$ cat config.mk
export PLATFORM = sky130hd
export DESIGN_NAME = json_line_lexer_flat
export DESIGN_NICKNAME = d
export VERILOG_FILES = /design/src/hdl/jll_pkg.sv /design/src/hdl/jll_if.sv /design/src/hdl/jll_step.sv /design/src/hdl/json_line_lexer.sv /design/src/flat_wrapper.sv
export SDC_FILE = /design/constraint.sdc
export NUM_CORES = 1
export LEC_CHECK = 0
export ABC_AREA = 0
export ABC_CLOCK_PERIOD_IN_PS = 12800
export BUFFER_PORTS_ARGS = -buffer_cell sky130_fd_sc_hd__buf_2
export CAP_MARGIN = 20
export CELL_PAD_IN_SITES_DETAIL_PLACEMENT = 1
export CELL_PAD_IN_SITES_GLOBAL_PLACEMENT = 2
export CORE_MARGIN = 4
export CORE_UTILIZATION = 25
export DETAILED_ROUTE_END_ITERATION = 8
export GPL_TIMING_DRIVEN = 0
export MAX_ROUTING_LAYER = met4
export PLACE_DENSITY = 0.66
export SETUP_SLACK_MARGIN = 0.4
export SYNTH_ARGS = -nofsm -noshare
export SYNTH_HDL_FRONTEND = slang
export SYNTH_SLANG_ARGS = --single-unit
$ cat constraint.sdc
create_clock -name clk -period 12.8 [get_ports clk]
set_input_delay 0.64 -clock clk [delete_from_list [all_inputs] [get_ports clk]]
set_output_delay 0.64 -clock clk [all_outputs]
set_load 0.01 [all_outputs]
$ cat src/hdl/jll_pkg.sv
`default_nettype none
// ----------------------------------------------------------------------------
// jll_pkg
// Shared types and constants of the JSON line lexer.
// ----------------------------------------------------------------------------
package jll_pkg;

  localparam int unsigned MAX_LINE = 65535;
  // columns stop counting here
  localparam logic [15:0] COL_LIMIT = 16'((MAX_LINE < 65535) ? MAX_LINE : 65535);

  typedef enum logic [2:0] {
    MODE_IDLE  = 3'd0,
    MODE_STR   = 3'd1,
    MODE_ESC   = 3'd2,
    MODE_AFTER = 3'd3,
    MODE_NUM   = 3'd4,
    MODE_WORD  = 3'd5
  } lex_mode_t;

  typedef enum logic [2:0] {
    KIND_PROP = 3'd0,
    KIND_STR  = 3'd1,
    KIND_ERR  = 3'd2,
    KIND_NUM  = 3'd3,
    KIND_KEY  = 3'd4,
    KIND_OP   = 3'd5
  } kind_t;

  typedef struct packed {
    lex_mode_t   lex_mode;
    logic [15:0] column;
    logic [15:0] token_start;
    logic [15:0] pending_start;
    logic [15:0] pending_stop;
    logic [5:0]  word_match;   // candidate keyword in [5:4], matched length in [3:0]
  } jll_state_t;

  typedef struct packed {
    logic [15:0] span_start;
    logic [15:0] span_stop;
    kind_t       token_kind;
    logic        run_last;
  } jll_span_t;

endpackage
`default_nettype wire

$ cat src/hdl/jll_if.sv
`default_nettype none
// ----------------------------------------------------------------------------
// jll_in_if / jll_out_if
// Valid/ready channels carrying one input byte or one token span per word.
// ----------------------------------------------------------------------------
interface jll_in_if;
  logic       valid;
  logic       ready;
  logic [7:0] char_code;
  logic       line_end;

  modport source (output valid, output char_code, output line_end, input ready);
  modport sink   (input valid, input char_code, input line_end, output ready);
endinterface

interface jll_out_if;
  logic        valid;
  logic        ready;
  logic [15:0] span_start;
  logic [15:0] span_stop;
  logic [2:0]  token_kind;
  logic        run_last;

  modport source (output valid, output span_start, output span_stop, output token_kind,
                  output run_last, input ready);
  modport sink   (input valid, input span_start, input span_stop, input token_kind,
                  input run_last, output ready);
endinterface
`default_nettype wire

$ cat src/hdl/jll_step.sv
`default_nettype none
// ----------------------------------------------------------------------------
// jll_step
// Lexer step: from the state and one byte, the next state and up to two spans.
// ----------------------------------------------------------------------------
module jll_step (
  input  jll_pkg::jll_state_t st,
  input  logic [7:0]          char_code,
  input  logic                line_end,
  output jll_pkg::jll_state_t st_nxt,
  output jll_pkg::jll_span_t  span0,
  output jll_pkg::jll_span_t  span1,
  output logic [1:0]          span_cnt
);

  function automatic logic is_blank(input logic [7:0] c);
    return c == 8'd32 || c == 8'd9 || c == 8'd10 || c == 8'd13 || c == 8'd12 || c == 8'd11;
  endfunction

  function automatic logic is_digit(input logic [7:0] c);
    return c >= "0" && c <= "9";
  endfunction

  function automatic logic is_alpha(input logic [7:0] c);
    return (c >= "a" && c <= "z") || (c >= "A" && c <= "Z");
  endfunction

  function automatic logic is_numchar(input logic [7:0] c);
    return is_digit(c) || c == "." || c == "e" || c == "E" || c == "+" || c == "-";
  endfunction

  function automatic logic [3:0] kw_len(input logic [1:0] cand);
    logic [3:0] len;
    case (cand)
      2'd1:    len = 4'd4;
      2'd2:    len = 4'd5;
      2'd3:    len = 4'd4;
      default: len = 4'd0;
    endcase
    return len;
  endfunction

  // character idx of the candidate keyword
  function automatic logic [7:0] kw_at(input logic [1:0] cand, input logic [3:0] idx);
    logic [7:0] ch;
    ch = 8'd0;
    case (cand)
      2'd1: begin
        case (idx)
          4'd0:    ch = "t";
          4'd1:    ch = "r";
          4'd2:    ch = "u";
          4'd3:    ch = "e";
          default: ch = 8'd0;
        endcase
      end
      2'd2: begin
        case (idx)
          4'd0:    ch = "f";
          4'd1:    ch = "a";
          4'd2:    ch = "l";
          4'd3:    ch = "s";
          4'd4:    ch = "e";
          default: ch = 8'd0;
        endcase
      end
      2'd3: begin
        case (idx)
          4'd0:    ch = "n";
          4'd1:    ch = "u";
          4'd2:    ch = "l";
          4'd3:    ch = "l";
          default: ch = 8'd0;
        endcase
      end
      default: ch = 8'd0;
    endcase
    return ch;
  endfunction

  function automatic logic [5:0] word_begin(input logic [7:0] c);
    logic [5:0] wm;
    case (c)
      "t":     wm = {2'd1, 4'd1};
      "f":     wm = {2'd2, 4'd1};
      "n":     wm = {2'd3, 4'd1};
      default: wm = 6'd0;
    endcase
    return wm;
  endfunction

  function automatic logic [5:0] word_next(input logic [5:0] wm, input logic [7:0] c);
    logic [1:0] cand;
    logic [3:0] len;
    cand = wm[5:4];
    len  = wm[3:0];
    if (cand != 2'd0 && len < kw_len(cand) && kw_at(cand, len) == c) begin
      return {cand, len + 4'd1};
    end
    return 6'd0;
  endfunction

  function automatic jll_pkg::kind_t word_kind(input logic [5:0] wm);
    if (wm[5:4] != 2'd0 && wm[3:0] == kw_len(wm[5:4])) begin
      return jll_pkg::KIND_KEY;
    end
    return jll_pkg::KIND_ERR;
  endfunction

  logic [15:0]        pos;
  logic [15:0]        stop;

  // outcome of treating the byte as the start of something new
  logic               idle_emit;
  jll_pkg::kind_t     idle_kind;
  jll_pkg::lex_mode_t idle_mode;
  logic               idle_tok;
  logic [5:0]         idle_wm;

  logic               idle_run;
  logic               prior_emit;
  jll_pkg::jll_span_t prior;
  jll_pkg::jll_span_t idle_span;
  logic [5:0]         wm_adv;
  logic               is_op;

  assign pos  = (st.column > jll_pkg::COL_LIMIT) ? jll_pkg::COL_LIMIT : st.column;
  assign stop = (pos < jll_pkg::COL_LIMIT) ? pos + 16'd1 : jll_pkg::COL_LIMIT;
  assign wm_adv = word_next(st.word_match, char_code);
  assign is_op = char_code == "{" || char_code == "}" || char_code == "[" ||
                 char_code == "]" || char_code == ":" || char_code == ",";

  always_comb begin
    idle_emit = 1'b0;
    idle_kind = jll_pkg::KIND_ERR;
    idle_mode = jll_pkg::MODE_IDLE;
    idle_tok  = 1'b0;
    idle_wm   = word_begin(char_code);
    if (is_blank(char_code)) begin
      idle_emit = 1'b0;
    end else if (char_code == "\"") begin
      idle_tok  = 1'b1;
      idle_emit = line_end;
      idle_kind = jll_pkg::KIND_ERR;
      idle_mode = line_end ? jll_pkg::MODE_IDLE : jll_pkg::MODE_STR;
    end else if (is_digit(char_code) || char_code == "-") begin
      idle_tok  = 1'b1;
      idle_emit = line_end;
      idle_kind = jll_pkg::KIND_NUM;
      idle_mode = line_end ? jll_pkg::MODE_IDLE : jll_pkg::MODE_NUM;
    end else if (is_alpha(char_code)) begin
      idle_tok  = 1'b1;
      idle_emit = line_end;
      idle_kind = word_kind(idle_wm);
      idle_mode = line_end ? jll_pkg::MODE_IDLE : jll_pkg::MODE_WORD;
    end else begin
      idle_emit = 1'b1;
      idle_kind = is_op ? jll_pkg::KIND_OP : jll_pkg::KIND_ERR;
    end
  end

  always_comb begin
    st_nxt     = st;
    idle_run   = 1'b0;
    prior_emit = 1'b0;
    prior      = '{span_start: st.token_start, span_stop: stop,
                   token_kind: jll_pkg::KIND_ERR, run_last: 1'b0};

    case (st.lex_mode)
      jll_pkg::MODE_STR: begin
        if (char_code == "\\") begin
          prior_emit = line_end;
          st_nxt.lex_mode = jll_pkg::MODE_ESC;
        end else if (char_code == "\"") begin
          prior_emit = line_end;
          prior.token_kind = jll_pkg::KIND_STR;
          st_nxt.pending_start = st.token_start;
          st_nxt.pending_stop  = stop;
          st_nxt.lex_mode = jll_pkg::MODE_AFTER;
        end else begin
          prior_emit = line_end;
        end
      end
      jll_pkg::MODE_ESC: begin
        prior_emit = line_end;
        st_nxt.lex_mode = jll_pkg::MODE_STR;
      end
      jll_pkg::MODE_AFTER: begin
        prior.span_start = st.pending_start;
        prior.span_stop  = st.pending_stop;
        prior.token_kind = jll_pkg::KIND_STR;
        if (is_blank(char_code)) begin
          prior_emit = line_end;
        end else begin
          prior_emit = 1'b1;
          if (char_code == ":") begin
            prior.token_kind = jll_pkg::KIND_PROP;
          end
          idle_run = 1'b1;
        end
      end
      jll_pkg::MODE_NUM: begin
        prior.token_kind = jll_pkg::KIND_NUM;
        if (is_numchar(char_code)) begin
          prior_emit = line_end;
        end else begin
          prior_emit = 1'b1;
          prior.span_stop = pos;
          idle_run = 1'b1;
        end
      end
      jll_pkg::MODE_WORD: begin
        if (is_alpha(char_code)) begin
          st_nxt.word_match = wm_adv;
          prior_emit = line_end;
          prior.token_kind = word_kind(wm_adv);
        end else begin
          prior_emit = 1'b1;
          prior.span_stop = pos;
          prior.token_kind = word_kind(st.word_match);
          idle_run = 1'b1;
        end
      end
      default: begin
        idle_run = 1'b1;
      end
    endcase

    if (idle_run) begin
      st_nxt.lex_mode = idle_mode;
      if (idle_tok) begin
        st_nxt.token_start = pos;
      end
      if (is_alpha(char_code)) begin
        st_nxt.word_match = idle_wm;
      end
    end

    if (line_end) begin
      st_nxt = '{lex_mode: jll_pkg::MODE_IDLE, default: '0};
    end else begin
      st_nxt.column = stop;
    end
  end

  always_comb begin
    idle_span = '{span_start: pos, span_stop: stop, token_kind: idle_kind, run_last: 1'b1};
    span1 = idle_span;
    if (prior_emit) begin
      span0 = prior;
      span_cnt = (idle_run && idle_emit) ? 2'd2 : 2'd1;
    end else begin
      span0 = idle_span;
      span_cnt = (idle_run && idle_emit) ? 2'd1 : 2'd0;
    end
    span0.run_last = (span_cnt == 2'd1);
  end

endmodule
`default_nettype wire

$ cat src/hdl/json_line_lexer.sv
`default_nettype none
// ----------------------------------------------------------------------------
// json_line_lexer
// Lexer for one line of JSON text that emits token spans for highlighting.
// ----------------------------------------------------------------------------
// Takes one byte per cycle on in_word while the output queue has room and
// returns spans (start column, stop column, kind) on out_word; run_last
// marks the last span a byte caused. A byte passes an input register, the
// lexer step logic and a two-word output queue; it waits in the input
// register until its spans fit, and they are then registered into the queue.
// Most bytes cause zero or one span and the block then sustains one byte per
// clock while the receiver is ready. A byte that closes a token and is itself
// a one-byte token causes two spans and fills the queue; with the queue
// draining one word per cycle it stays full under one-span bytes and drops
// by one at each byte that causes no span, and the input stalls when another
// two-span byte arrives while the queue is full. All lexer state clears after
// the byte flagged line_end. No startup pass: bytes are taken right after reset.
// ----------------------------------------------------------------------------
module json_line_lexer (
  input  wire         clk,
  input  wire         rst_n,
  jll_in_if.sink      in_word,
  jll_out_if.source   out_word
);

  logic               s1_valid_r;
  logic [7:0]         s1_char_r;
  logic               s1_end_r;

  jll_pkg::jll_state_t st_r;
  jll_pkg::jll_state_t st_nxt;

  jll_pkg::jll_span_t span0;
  jll_pkg::jll_span_t span1;
  logic [1:0]         span_cnt;

  jll_pkg::jll_span_t q0_r, q0_nxt;
  jll_pkg::jll_span_t q1_r, q1_nxt;
  logic [1:0]         qcnt_r, qcnt_nxt;

  jll_pkg::jll_span_t rem0;
  logic [1:0]         rem_cnt;
  logic               pop;
  logic               fire;
  logic               in_take;

  jll_step u_step (
    .st        (st_r),
    .char_code (s1_char_r),
    .line_end  (s1_end_r),
    .st_nxt    (st_nxt),
    .span0     (span0),
    .span1     (span1),
    .span_cnt  (span_cnt)
  );

  assign out_word.valid      = qcnt_r != 2'd0;
  assign out_word.span_start = q0_r.span_start;
  assign out_word.span_stop  = q0_r.span_stop;
  assign out_word.token_kind = q0_r.token_kind;
  assign out_word.run_last   = q0_r.run_last;

  assign pop = out_word.valid && out_word.ready;

  always_comb begin
    if (pop) begin
      rem0    = q1_r;
      rem_cnt = qcnt_r - 2'd1;
    end else begin
      rem0    = q0_r;
      rem_cnt = qcnt_r;
    end
    // the byte's spans must fit in what is left of the queue
    fire = s1_valid_r && (({1'b0, rem_cnt} + {1'b0, span_cnt}) <= 3'd2);
    q0_nxt = (rem_cnt != 2'd0) ? rem0 : span0;
    if (rem_cnt == 2'd2) begin
      q1_nxt = q1_r;
    end else if (rem_cnt == 2'd1) begin
      q1_nxt = span0;
    end else begin
      q1_nxt = span1;
    end
    qcnt_nxt = rem_cnt + (fire ? span_cnt : 2'd0);
  end

  assign in_word.ready = !s1_valid_r || fire;
  assign in_take       = in_word.valid && in_word.ready;

  always_ff @(posedge clk) begin
    if (!rst_n) begin
      s1_valid_r <= 1'b0;
      qcnt_r     <= 2'd0;
      st_r       <= '{lex_mode: jll_pkg::MODE_IDLE, default: '0};
    end else begin
      qcnt_r <= qcnt_nxt;
      if (in_take) begin
        s1_valid_r <= 1'b1;
      end else if (fire) begin
        s1_valid_r <= 1'b0;
      end
      if (fire) begin
        st_r <= st_nxt;
      end
    end
  end

  always_ff @(posedge clk) begin
    q0_r <= q0_nxt;
    q1_r <= q1_nxt;
    if (in_take) begin
      s1_char_r <= in_word.char_code;
      s1_end_r  <= in_word.line_end;
    end
  end

endmodule
`default_nettype wire

$ cat src/flat_wrapper.sv
// flat-port wrapper written by rule: the top's interface ports become plain ports
module json_line_lexer_flat 
  (clk, rst_n, in_word_valid, in_word_char_code, in_word_line_end, in_word_ready, out_word_valid, out_word_span_start, out_word_span_stop, out_word_token_kind, out_word_run_last, out_word_ready);
  jll_in_if in_word_i ();
  jll_out_if out_word_i ();
  input  wire clk;
  input  wire rst_n;
  input wire logic [$bits(in_word_i.valid)-1:0] in_word_valid;
  input wire logic [$bits(in_word_i.char_code)-1:0] in_word_char_code;
  input wire logic [$bits(in_word_i.line_end)-1:0] in_word_line_end;
  output wire logic [$bits(in_word_i.ready)-1:0] in_word_ready;
  output wire logic [$bits(out_word_i.valid)-1:0] out_word_valid;
  output wire logic [$bits(out_word_i.span_start)-1:0] out_word_span_start;
  output wire logic [$bits(out_word_i.span_stop)-1:0] out_word_span_stop;
  output wire logic [$bits(out_word_i.token_kind)-1:0] out_word_token_kind;
  output wire logic [$bits(out_word_i.run_last)-1:0] out_word_run_last;
  input wire logic [$bits(out_word_i.ready)-1:0] out_word_ready;
  assign in_word_i.valid = in_word_valid;
  assign in_word_i.char_code = in_word_char_code;
  assign in_word_i.line_end = in_word_line_end;
  assign in_word_ready = in_word_i.ready;
  assign out_word_valid = out_word_i.valid;
  assign out_word_span_start = out_word_i.span_start;
  assign out_word_span_stop = out_word_i.span_stop;
  assign out_word_token_kind = out_word_i.token_kind;
  assign out_word_run_last = out_word_i.run_last;
  assign out_word_i.ready = out_word_ready;
  json_line_lexer u_core (.clk(clk), .rst_n(rst_n), .in_word(in_word_i), .out_word(out_word_i));
endmodule
==> impl_results.md, run 1 <==
- Status: complete, no violations
- Period utilization: 0.444
- Launch point of the worst path: u_core.s1_char_r[7]
- Crit. End Element: flip-flop
- Max Cap Viol: 0
- HP Start: in_word_char_code[1]
- Mapped Nets: 923
- Internal power: 1.19 mW
- CTS HTree Levels: 4
- Hold Path Class: in2reg
- Vias per cell: 5.02
- Total gr overflow: 0
- Vias in the first global route: 7,335
- Total Nets Final: roughly 1,000
- Post-route worst setup slack: 7120 ps
- P&R area growth vs syn: 17.7%
- Psw: 724 uW
- Cts repair resizes: 0
- Leak Pwr: 3.56 nW
- Die ar.: 0.0372 mm^2
- Worst-skew pair later-pin latency: ~440 ps
- Initial Util: 0.254
- DRT antenna net count: 0
- Max Slew Vio Count: 0
- Core footprint: 0.0336 mm^2
- Dominant combinational cell family by area after synthesis: compound AO/OA/AOI/OAI gates
- Filler instances: a little under 4,000
- Largest net degree at the start of global routing: 30
- Yosys cell types: 84
- Yosys warns: 0
- Worst Reg2Reg Path Length in Cells: 18
- RD Place Congestion: ~0.83
- Clock power share: 0.291
- DP Wirelength: 20,800 um
- Initial antenna violation count: 0
- Final hold violations: 0
- Clock Tree Buf Depth: 2
- DRT Pass-1 Iters: 5
- Fin crit period: 5680 ps
- PD cells: ~190 mW/mm^2
- Vias: 7,178
- Switching portion of total power: 0.378
- Total power: 1.92 mW
- Crit Path Category: reg2reg
- Synth Instances: around 900
- I/O pins: 51
- Post-synthesis sequential area ratio: 0.463
- Syn_area_per_cell: between 9 and 10 um^2
- Buffers on Ports: 50
- Die height: 193 um
- Post-synth EDFFs: 81
- Relative slew slack: 0.384
- Post-Synth Simple-Gate Area: 0.196
- Compound-cell area share of the yosys netlist: 0.214
- R2r setup slk: 7120 ps
- CTS tree: built
- Reg2reg end: u_core.st_r[34]
- Final WL: 28,400 um
- Setup Viol. Count Final: 0
- Multiplexer area fraction after synthesis: 0.0355
- Area leader, netlist: edfxtp_1
- Worst-path fanout max: 10
- Fin area: 0.0101 mm^2
- Max VDD drop: 0.100 mV
- Post-synth ARST share: 0
- N_diodes: 0
- Critical path endpoint: u_core.st_r[34]
- Synth top area share: 0.285
- Seq pwr share: 0.368
- RSZ-0062 raised after global routing: no
- DRT iter0 DRCs: 378
- Wirelength per Cell: between 15 and 20 um
- CTS Buf Count: 17
- Root Buffer: clkbuf_16
- Top cells by area, synth: edfxtp_1 28%, dfxtp_1 18%, o21ai_0 5.0%, a22oi_1 4.8%, nand2_1 4.2%
- CTS hold repair buffers: 0
- Max Clock Freq: 176 MHz
- Post-Synth Adder-Cell Area: 0.0185
- Skew final: 12.3 ps
- XOR/XNOR Fraction of Synth Area: 0.0164
- Startpoint Class: flip-flop
- Least-Margin Pin Slew: 920 ps
- Placed cell area: 0.00940 mm^2
- Post-CTS Setup Repair Bufs: 0
- CTS sink cnt: 157
- Setup total negative slack: 0 ps
- Syn Std Cell Area: 0.00854 mm^2
- Synth Flop Type: edfxtp_1
- Clock slew seen by the registers of the worst setup and hold paths: 70 ps
- DP Worst Slack: 7150 ps
- Crit path required time: 13,170 ps
- Combinational fraction of design power: 0.341
- Row cnt: 67
- Worst r2r src: u_core.s1_char_r[7]
- Total track usage: 0.160
- Die W: 193 um
- Global-route wire length before repair: 43,900 um
- #FFs+latches synth: 157
- Crit path DAT: 6060 ps
- Share of cells above drive strength 1: 0.157
- DRC viols: 0
==> cells in the mapped netlist, drive strengths merged, types with 6 or more instances <==
cell and instances:
buf 24, nor2b 43, a22oi 55, and2 16
nand2b 10, mux2i 19, xnor2 12, and3 9
edfxtp 81, or3 6, a21oi 26, clkbuf 51
o21a 10, ha 11, inv 23, o211ai 9
nand4 8, or2 8, o311ai 12, nand3 54
dfxtp 76, mux2 10, a21boi 15, nor2 37
o21ai 92, nor3 12, nand2 96
==> state kept, by name, summed over array words and instances (netlist names) <==
| register | flops |
|---|---|
| u_core.q1_r | 36 |
| u_core.s1_valid_r | 1 |
| u_core.out_word.run_last | 1 |
| u_core.out_word.span_stop | 16 |
| u_core.out_word.token_kind | 3 |
| u_core.out_word.span_start | 16 |
| u_core.s1_char_r | 8 |
| u_core.qcnt_r | 2 |
| u_core.s1_end_r | 1 |
| u_core.st_r | 73 |
==> placed cells by master, fill, tap and decap left out, drive strengths merged, types with 23 or more instances in the layout <==
| master | count |
|---|---|
| nor2 | 37 |
| dfxtp | 76 |
| nor2b | 43 |
| a22oi | 55 |
| inv | 23 |
| nand3 | 54 |
| o21ai | 92 |
| nand2 | 96 |
| clkbuf | 76 |
| buf | 76 |
| a21oi | 26 |
| edfxtp | 81 |
==> metal layers <==
metal	share of wire	global-route usage
met1	0.48	0.212
met2	0.48	0.256
met3	0.026	0.0277
met4	0.013	0.0346
met5	0	-
==> worst max-delay path, cell delays in order, from the launching register on <==
cell	delay (ps)
edfxtp_1	520
or4b_4	610
a2111o_1	480
a32oi_4	300
o21ai_2	160
nand2_4	140
buf_6	190
inv_1	90
ha_1	360
ha_1	170
inv_1	50
fa_1	540
o211ai_1	200
nor2_1	420
and2_1	190
clkbuf_1	590
buf_2	370
a22oi_1	120
nor2b_1	130
==> cell families after synthesis <==
| family | after synthesis |
|---|---|
| AO/OA/AOI/OAI | 265 |
| multiplexers | 29 |
| flip-flops | 157 |
| buffers and inverters | 98 |
| AND/OR/NAND/NOR | 321 |
| adder cells (fa/ha/maj) | 12 |
| XOR/XNOR | 16 |
==> through the flow <==
stage,utilization,hold WS (ps),cells
after floorplan,-,459,898
after global placement,0.278,478,1396
after detailed placement,0.280,488,1398
after CTS,0.299,361,1430
after global routing,0.299,358,1430
final,0.299,382,1430
==> power by group through the flow <==
stage	registers, mW	logic [mW]	clock network, mW
floorplan	0.743	0.342	0
global placement	0.727	0.641	0
detailed placement	0.717	0.672	0
CTS	0.708	0.675	0.572
global route	0.714	0.730	0.597
finish	0.705	0.655	0.558
==> cell type report <==
cell class	count	area, um^2	share of cell area
well taps	448	561	0.0558
plain buffers	75	399	0.0397
clock inverters	7	95.1	0.00946
multi-input cells	643	4110	0.409
inverters	23	86.3	0.00859
clock buffers	25	561	0.0558
repair buffers	52	290	0.0289
flip-flops and latches	157	3950	0.393
==> worst min-delay path by stage <==
stage,end,cells past startpoint,slack [ps]
5_1_grt,u_core.s1_char_r[4],1,360
6_report,u_core.s1_char_r[1],1,380
2_1_floorplan,u_core.st_r[52],2,460
4_1_cts,u_core.s1_char_r[5],1,360
3_5_place_dp,u_core.st_r[51],2,490
3_3_place_gp,u_core.st_r[48],2,480
No activity file was read; power rests on OpenSTA's default activity.
==> inputs of run 2 (changes only) <==
--- a/config.mk
+++ b/config.mk
@@ -6,7 +6,7 @@
 export NUM_CORES = 1
 export LEC_CHECK = 0
 export ABC_AREA = 0
-export ABC_CLOCK_PERIOD_IN_PS = 12800
+export ABC_CLOCK_PERIOD_IN_PS = 5100
 export BUFFER_PORTS_ARGS = -buffer_cell sky130_fd_sc_hd__buf_2
 export CAP_MARGIN = 20
 export CELL_PAD_IN_SITES_DETAIL_PLACEMENT = 1
@@ -16,7 +16,7 @@
 export DETAILED_ROUTE_END_ITERATION = 8
 export GPL_TIMING_DRIVEN = 0
 export MAX_ROUTING_LAYER = met4
-export PLACE_DENSITY = 0.66
+export PLACE_DENSITY = 0.68
 export SETUP_SLACK_MARGIN = 0.4
 export SYNTH_ARGS = -nofsm -noshare
 export SYNTH_HDL_FRONTEND = slang
==> constraint.sdc (replaced) <==
create_clock -name clk -period 5.1 [get_ports clk]
set_input_delay 0.255 -clock clk [delete_from_list [all_inputs] [get_ports clk]]
set_output_delay 0.255 -clock clk [all_outputs]
set_load 0.01 [all_outputs]
==> run 2 against run 1 <==
First-iteration DRC count is 18% higher. Clock skew up 0.75 ps. Fmax rose by 27%. Sequential share of layout area is 1.0 points lower. Power increased by 150%. Die area is the same. Sequential power is 150% higher. Via count grew 1.4%. Largest cell class unchanged. Highest routed layer unchanged.
==> impl_results.md, run 2 (synthesis gave the netlist of run 1 again) <==
- Vias in the first global route: 7,387
- Die W: between 150 and 200 um
- Root Buffer: clkbuf_16
- Internal power: 2.90 mW
- Period utilization: 0.881
- Worst-path fanout max: 10
- CTS Buf Count: 17
- Least-Margin Pin Slew: between 900 and 1000 ps
- Max Slew Vio Count: 0
- Initial Util: 0.254
- Buffers on Ports: 50
- Status: complete, no violations
- Startpoint Class: flip-flop
- Wirelength per Cell: 19.6 um
- Global-route wire length before repair: around 44,000 um
- Clock power share: 0.267
- PD cells: ~460 mW/mm^2
- Seq pwr share: 0.369
- HP Start: in_word_valid
- Worst Reg2Reg Path Length in Cells: 17
- RSZ-0062 raised after global routing: yes
- P&R area growth vs syn: 20.8%
- Max FFs per register: 73
- DRT antenna net count: 0
- Max Clock Freq: 223 MHz
- Initial antenna violation count: 0
- Worst r2r src: u_core.s1_char_r[4]
- Crit path required time: 5470 ps
- CTS tree: built
- Total track usage: 0.159
- Worst-skew pair later-pin latency: around 440 ps
- Post-route worst setup slack: 609 ps
- Worst Hold Depth: 3
- DRT Pass-1 Iters: 4
- DRT iter0 DRCs: between 400 and 500
- Most common cell after layout, fill and taps aside: nand2_1
- Share of cells above drive strength 1: 0.189
- Crit path DAT: between 4000 and 5000 ps
- Total gr overflow: 0
- R2r setup slk: 610 ps
- Crit. End Element: flip-flop
- Max VDD drop: 0.246 mV
- Crit Path Category: reg2reg
- Setup total negative slack: 0 ps
- Final Util: 0.307
- Reg2reg end: u_core.st_r[0]
- Fin area: between 0.01 and 0.015 mm^2
- Final WL: 28,500 um
- DRC viols: 0
- Placed cell area: 0.00940 mm^2
- Die height: 193 um
- CTS HTree Levels: 4
- Most flops, register: u_core.st_r
- Largest regs: u_core.st_r (73), u_core.q1_r (36)
- Total Nets Final: 1,021
- DP Wirelength: 20,700 um
- Max Cap Viol: 0
- Hold Path End: u_core.s1_valid_r
- Relative slew slack: 0.373
- I/O pins: 51
- Psw: between 1.5 and 2 mW
- Die ar.: 0.0372 mm^2
- Skew final: 13.0 ps
- Launch point of the worst path: u_core.s1_char_r[4]
- Core footprint: 0.0336 mm^2
- CTS sink cnt: approximately 160
- Setup Viol. Count Final: 0
- Clock Tree Buf Depth: 2
- Filler instances: roughly 3,900
- Vias: 7,275
- Row cnt: 67
- Vias per cell: 4.99
- N_diodes: 0
- DP Worst Slack: -465 ps
- Commonest cells after routing, fill and taps aside: 93 x nand2_1, 83 x o21ai_0, 81 x edfxtp_1
- Final hold violations: 0
- Fin Hold WS: about 73 ps
- Switching portion of total power: 0.393
- Clock slew seen by the registers of the worst setup and hold paths: 70 ps
- Combinational fraction of design power: 0.365
- Leak Pwr: 3.68 nW
- Hold Path Class: in2reg
- RD Place Congestion: 0.856
- Fin crit period: about 4500 ps
- Largest net degree at the start of global routing: 30
==> run 2: changes by cell type in the layout (fill, tap and decap cells not counted), moves of 4 or more <==
| cell | before | now |
|---|---|---|
| buf_4 | 6 | 25 |
| clkinvlp_4 | 1 | 5 |
| clkbuf_2 | 1 | 8 |
| dlygate4sd3_1 | 0 | 9 |
| clkbuf_16 | 21 | 17 |
| clkbuf_1 | 48 | 38 |
==> run 2: per-stage QoR <==
| stage | instances | power [mW] |
|---|---|---|
| floorplan | 898 | 2.72 |
| global placement | 1396 | 3.44 |
| detailed placement | 1398 | 3.49 |
| CTS | 1447 | 4.83 |
| global route | 1457 | 5.07 |
| finish | 1457 | 4.79 |
==> run 2: routing by layer <==
layer  share of wire  track usage
met5               0            -
met4           0.015       0.0425
met3           0.028       0.0235
met2            0.47        0.256
met1            0.48        0.211
==> run 2: timing repair <==
action / in CTS / in global routing
gates resized for setup: 20 / 15
setup buffers: 8 / 10
hold buffers: 9 / 0
pin swaps: 4 / 6
endpoints found under the hold margin: 9 / 0
endpoints found under the setup margin: 76 / 73
==> run 2: how the worst max path moves through the flow <==
stage	to	slack, ps	depth (start not counted)
floorplan	u_core.st_r[16]	680	18
global placement	u_core.st_r[16]	-440	18
detailed placement	u_core.st_r[16]	-470	18
CTS	u_core.st_r[71]	420	15
global route	u_core.st_r[0]	390	17
finish	u_core.st_r[0]	610	17
==> run 2: cell type report <==
type | count | area (um^2) | share of cell area
clock buffers | 17 | 425 | 0.0412
repair buffers | 79 | 515 | 0.0500
flip-flops and latches | 157 | 3950 | 0.383
clock inverters | 15 | 146 | 0.0142
multi-input cells | 643 | 4190 | 0.407
well taps | 448 | 561 | 0.0543
plain buffers | 75 | 433 | 0.0420
inverters | 23 | 86.3 | 0.00837
==> run 2: critical path, stage by stage, from the launching register on <==
cell and delay, ps:
edfxtp_1 410, or4b_4 550, a2111o_1 470, a32oi_4 260
o21ai_4 120, nand2_4 110, buf_12 140, inv_1 100
ha_4 300, ha_1 140, inv_1 50, fa_1 550
o211ai_1 170, nand2b_2 300, nor3_4 220, a22oi_1 110
or3_1 350, o221ai_1 70
==> run 2: power groups by stage <==
stage          registers, mW  clock network, mW  logic [mW]
2_1_floorplan           1.87                  0       0.858
3_3_place_gp            1.82                  0        1.61
3_5_place_dp            1.80                  0        1.69
4_1_cts                 1.77               1.31        1.76
5_1_grt                 1.78               1.36        1.93
6_report                1.76               1.28        1.74
